$ cat config.mk
export PLATFORM = sky130hd
export DESIGN_NAME = segi_div_step
export DESIGN_NICKNAME = d
export VERILOG_FILES = /design/src/rtl/segi_pkg.sv /design/src/rtl/segi_div_step.sv
export SDC_FILE = /design/constraint.sdc
export NUM_CORES = 1
export LEC_CHECK = 0
export ABC_CLOCK_PERIOD_IN_PS = 3600
export BUFFER_PORTS_ARGS = -buffer_cell sky130_fd_sc_hd__buf_2
export CORE_UTILIZATION = 40
export DETAILED_ROUTE_END_ITERATION = 16
export GPL_TIMING_DRIVEN = 0
export PLACE_DENSITY = 0.72
export SLEW_MARGIN = 20
export SYNTH_ARGS = -nofsm -noshare
export SYNTH_HDL_FRONTEND = slang
export SYNTH_SLANG_ARGS = --single-unit
export TNS_END_PERCENT = 50
$ cat constraint.sdc
create_clock -name clk -period 3.6 [get_ports clk]
set_input_delay 0 -clock clk [delete_from_list [all_inputs] [get_ports clk]]
set_output_delay 0 -clock clk [all_outputs]
set_load 0.005 [all_outputs]
$ cat src/rtl/segi_pkg.sv
package segi_pkg;

  // Default coordinate width (Q12.4)
  localparam int COORD_WIDTH_DEF = 16;

endpackage

$ cat src/rtl/segi_div_step.sv
module segi_div_step #(
  parameter int REM_W = 35,
  parameter int Q_W   = 17
) (
  input  logic             clk,
  input  logic             en,
  input  logic [REM_W-1:0] rem_in,
  input  logic [Q_W-1:0]   low_in,
  input  logic [REM_W-1:0] den_in,
  output logic [REM_W-1:0] rem_out,
  output logic [Q_W-1:0]   low_out,
  output logic [REM_W-1:0] den_out
);
  import segi_pkg::*;

  logic [REM_W:0]   trial;
  logic [REM_W:0]   diff;
  logic             qbit;
  logic [REM_W-1:0] rem_r, rem_nxt;
  logic [Q_W-1:0]   low_r, low_nxt;
  logic [REM_W-1:0] den_r;

  // one restoring division step: shift in next dividend bit, try subtract
  always_comb begin
    trial   = {rem_in, low_in[Q_W-1]};
    diff    = trial - {1'b0, den_in};
    qbit    = (trial >= {1'b0, den_in});
    rem_nxt = qbit ? diff[REM_W-1:0] : trial[REM_W-1:0];
    low_nxt = {low_in[Q_W-2:0], qbit};
  end

  always_ff @(posedge clk) begin
    if (en) begin
      rem_r <= rem_nxt;
      low_r <= low_nxt;
      den_r <= den_in;
    end
  end

  assign rem_out = rem_r;
  assign low_out = low_r;
  assign den_out = den_r;

endmodule

==> flow_metrics.env <==
export IMPL_synth_ff_type="edfxtp_1"
export IMPL_netlist_area_leader_share_pct=50.5
export IMPL_yosysTopAreaCell="edfxtp_1"
export IMPL_syn_area_um2=5170
export IMPL_endpoint_kind="flop"
export IMPL_tns_ns=0
export IMPL_gp_congestion=0.866
export IMPL_final_nets=897
export IMPL_switchingPower_uw=798
export IMPL_fp_dieH_um=116
export IMPL_syn_inst=502
export IMPL_synth_seq_area_share_pct=50.5
export IMPL_start_kind="input pin"
export IMPL_dp_cells=850
export IMPL_detail_route_antenna_nets=0
export IMPL_p_int_mw=2.08
export IMPL_clk_path_buf_depth=2
export IMPL_h_tree_depth=3
export IMPL_p_per_area_nw_per_um2=388
export IMPL_pwr_share_seq_pct=44.5
export IMPL_rows=41
export IMPL_drcViolationCount=0
export IMPL_tightest_slew_ns=0.599
export IMPL_portBuffers=175
export IMPL_die_area_um2=13400
export IMPL_dp_hpwl_mm=10.1
export IMPL_yosysWarnings=0
export IMPL_ir_drop_v=0.000198
export IMPL_hold_viol=0
export IMPL_synth_edf_count=87
export IMPL_hold_path_end="rem_out[29]"
export IMPL_synthTopCellsByArea="edfxtp_1, ha_1, nand2_1"
export IMPL_cts_buffers=9
export IMPL_critPathRequiredTime_ns=3.74
export IMPL_ys_top_cells_by_count="edfxtp_1, nand2_1, inv_1, a21oi_1, ha_1"
export IMPL_drt_iter0_markers=303
export IMPL_cts_sinks=87
export IMPL_cts_tree="built"
export IMPL_syn_area_per_cell_um2=10.3
export IMPL_maxSlewHeadroom_pct=60.0
export IMPL_hold_depth=3
export IMPL_synth_seq_cells=87
export IMPL_status="complete, no violations"
export IMPL_ys_async_sr_fraction_pct=0
export IMPL_stdcell_count=949
export IMPL_clockRootBuffer="clkbuf_16"
export IMPL_cp_max_fo=3
export IMPL_drive_above_1_share_pct=26.4
export IMPL_hold_worst_slack_ns=0.0244
export IMPL_finalWirelength_mm=13.9
export IMPL_path_class="input pin to flop"
export IMPL_grt_pass1_vias=4634
export IMPL_fin_ws_ns=0.207
export IMPL_synth_distinct_cells=55
export IMPL_drtPass1Iterations=5
export IMPL_nFillCells=1110
export IMPL_multi_input_area_um2=2300
export IMPL_drv_cap=0
export IMPL_combPwrFrac_pct=27.1
export IMPL_max_freq_mhz=295
export IMPL_dp_slack_ns=0.0343
export IMPL_rsz0062_at_grt="no"
export IMPL_clkTransAtPathRegs_ns=0.06
export IMPL_p_total_mw=2.88
export IMPL_seq_area_um2=2610
export IMPL_swShare_pct=27.7
export IMPL_worstPathArrival_ns=3.53
export IMPL_min_path_type="input pin to flop"
export IMPL_fin_crit_sh_pct=94.2
export IMPL_grt_ovfl_total=0
export IMPL_synth_nets=627
export IMPL_viasPerCell=4.94
export IMPL_setup_violations_final=0
export IMPL_drv_slew=0
export IMPL_wire_per_inst_um=14.6
export IMPL_route_vias_total=4687
export IMPL_yosysMostFrequentCell="edfxtp_1"
export IMPL_area_growth_synth_to_final_pct=43.3
export IMPL_core_area_um2=12600
export IMPL_grt_antenna_before_repair=2
export IMPL_grt_max_degree=53
export IMPL_min_from="rem_in[28]"
export IMPL_initial_core_util_pct=41.0
export IMPL_grt_pass1_wl_mm=21.6
export IMPL_p_leak_nw=3.27
export IMPL_post_route_min_period_ns=3.39
export IMPL_grt_usage_pct=21.0
export IMPL_die_w_um=116
export IMPL_clkPwrFrac_pct=28.5
export IMPL_ioPinCount=176
export IMPL_cts_setup_buffers=0
==> layer usage <==
metal / global-route usage (%) / part of all wire [%]
met3: 5.28 / 6.4
met1: 25.4 / 43
met4: 7.35 / 2.1
met5: 0 / 0.12
met2: 36.4 / 48
==> worst max-delay path by stage <==
stage | depth (start not counted) | slack, ns | startpoint | endpoint
floorplan | 11 | 0.88 | den_in[2] | rem_out[17]
global placement | 13 | 0.07 | low_in[16] | rem_out[17]
detailed placement | 13 | 0.03 | low_in[16] | rem_out[17]
CTS | 11 | 0.02 | rem_in[12] | rem_out[17]
global route | 13 | 0.05 | rem_in[18] | rem_out[17]
finish | 13 | 0.21 | den_in[1] | rem_out[29]
==> critical path: stages <==
cell and delay [ns]:
dlygate4sd3_1 0.52, buf_2 0.14, inv_1 0.05, ha_1 0.29
nor2b_1 0.15, o21ba_2 0.21, o21ai_0 0.32, o21ai_0 0.25
a221oi_1 0.57, o41a_1 0.27, a31oi_1 0.21, o21a_1 0.24
o31ai_1 0.31
==> cells in the final DEF (no fill, tap or decap), types with 2 or more instances in the layout <==
master | Yosys | routed
o21a_1 | 7 | 7
clkinv_2 | 0 | 2
nand2_1 | 61 | 61
nor2_1 | 21 | 21
nand4_1 | 6 | 6
o31a_1 | 2 | 2
xor2_1 | 9 | 9
nor3b_1 | 2 | 2
buf_2 | 4 | 178
clkinv_1 | 0 | 2
a21boi_0 | 3 | 3
o21bai_1 | 5 | 5
o21ai_0 | 21 | 21
clkbuf_16 | 0 | 9
inv_1 | 47 | 47
xnor2_1 | 17 | 17
nor2b_1 | 8 | 8
nand3_1 | 8 | 8
a21oi_1 | 39 | 38
o31ai_1 | 4 | 4
a211oi_1 | 4 | 4
or4_1 | 3 | 3
and3_1 | 7 | 7
o22ai_1 | 2 | 2
nand2b_1 | 3 | 3
a21o_1 | 13 | 13
a31oi_1 | 6 | 6
dlygate4sd3_1 | 0 | 83
edfxtp_1 | 87 | 87
buf_6 | 3 | 3
mux2i_1 | 2 | 2
a21oi_2 | 1 | 2
o21ai_1 | 26 | 26
nor4_1 | 4 | 3
nor3_1 | 6 | 6
ha_1 | 35 | 35
clkbuf_1 | 13 | 14
buf_4 | 1 | 2
==> sequential cells by signal, indices dropped and copies added (netlist names) <==
signal / cells
den_out: 35
rem_out: 35
low_out: 17
==> cells by family (layout without fill, tap and decap cells) <==
logic type | count (synthesis) | after routing | share of synthesized area, %
flip-flops | 87 | 87 | 50.5
other | 0 | 1 | 0
multiplexers | 3 | 3 | 0.605
adder cells (fa/ha/maj) | 36 | 36 | 8.86
AO/OA/AOI/OAI | 149 | 149 | 18.1
buffers and inverters | 68 | 342 | 5.54
XOR/XNOR | 26 | 26 | 4.40
AND/OR/NAND/NOR | 133 | 133 | 11.9
==> per-stage QoR <==
step / instance area (um^2) / util, %
floorplan: 5170 / -
global route: 7410 / 58.7
global placement: 6260 / 49.6
CTS: 7380 / 58.5
detailed placement: 6290 / 49.9
finish: 7410 / 58.7
==> power groups by stage <==
stage	combinational [mW]	clock (mW)	sequential [mW]
4_1_cts	0.769	0.839	1.28
6_report	0.778	0.818	1.28
3_3_place_gp	0.680	0	1.30
2_1_floorplan	0.388	0	1.32
5_1_grt	0.870	0.877	1.29
3_5_place_dp	0.697	0	1.30
==> repair_timing <==
action	CTS	global route
endpoints found under the setup margin	0	35
hold buffers	83	0
resized for setup	0	5
hold endpoints to repair	83	0
==> final cells by class <==
class | count | area share (%)
sequential | 87 | 35.2
multi-input combinational | 347 | 31.1
timing repair buffer | 259 | 23.4
clock buffer | 10 | 3.09
tap | 172 | 2.90
inverter | 47 | 2.38
buffer | 21 | 1.49
clock inverter | 5 | 0.354
antenna | 1 | 0.0338
No activity file was read; power rests on OpenSTA's default activity.
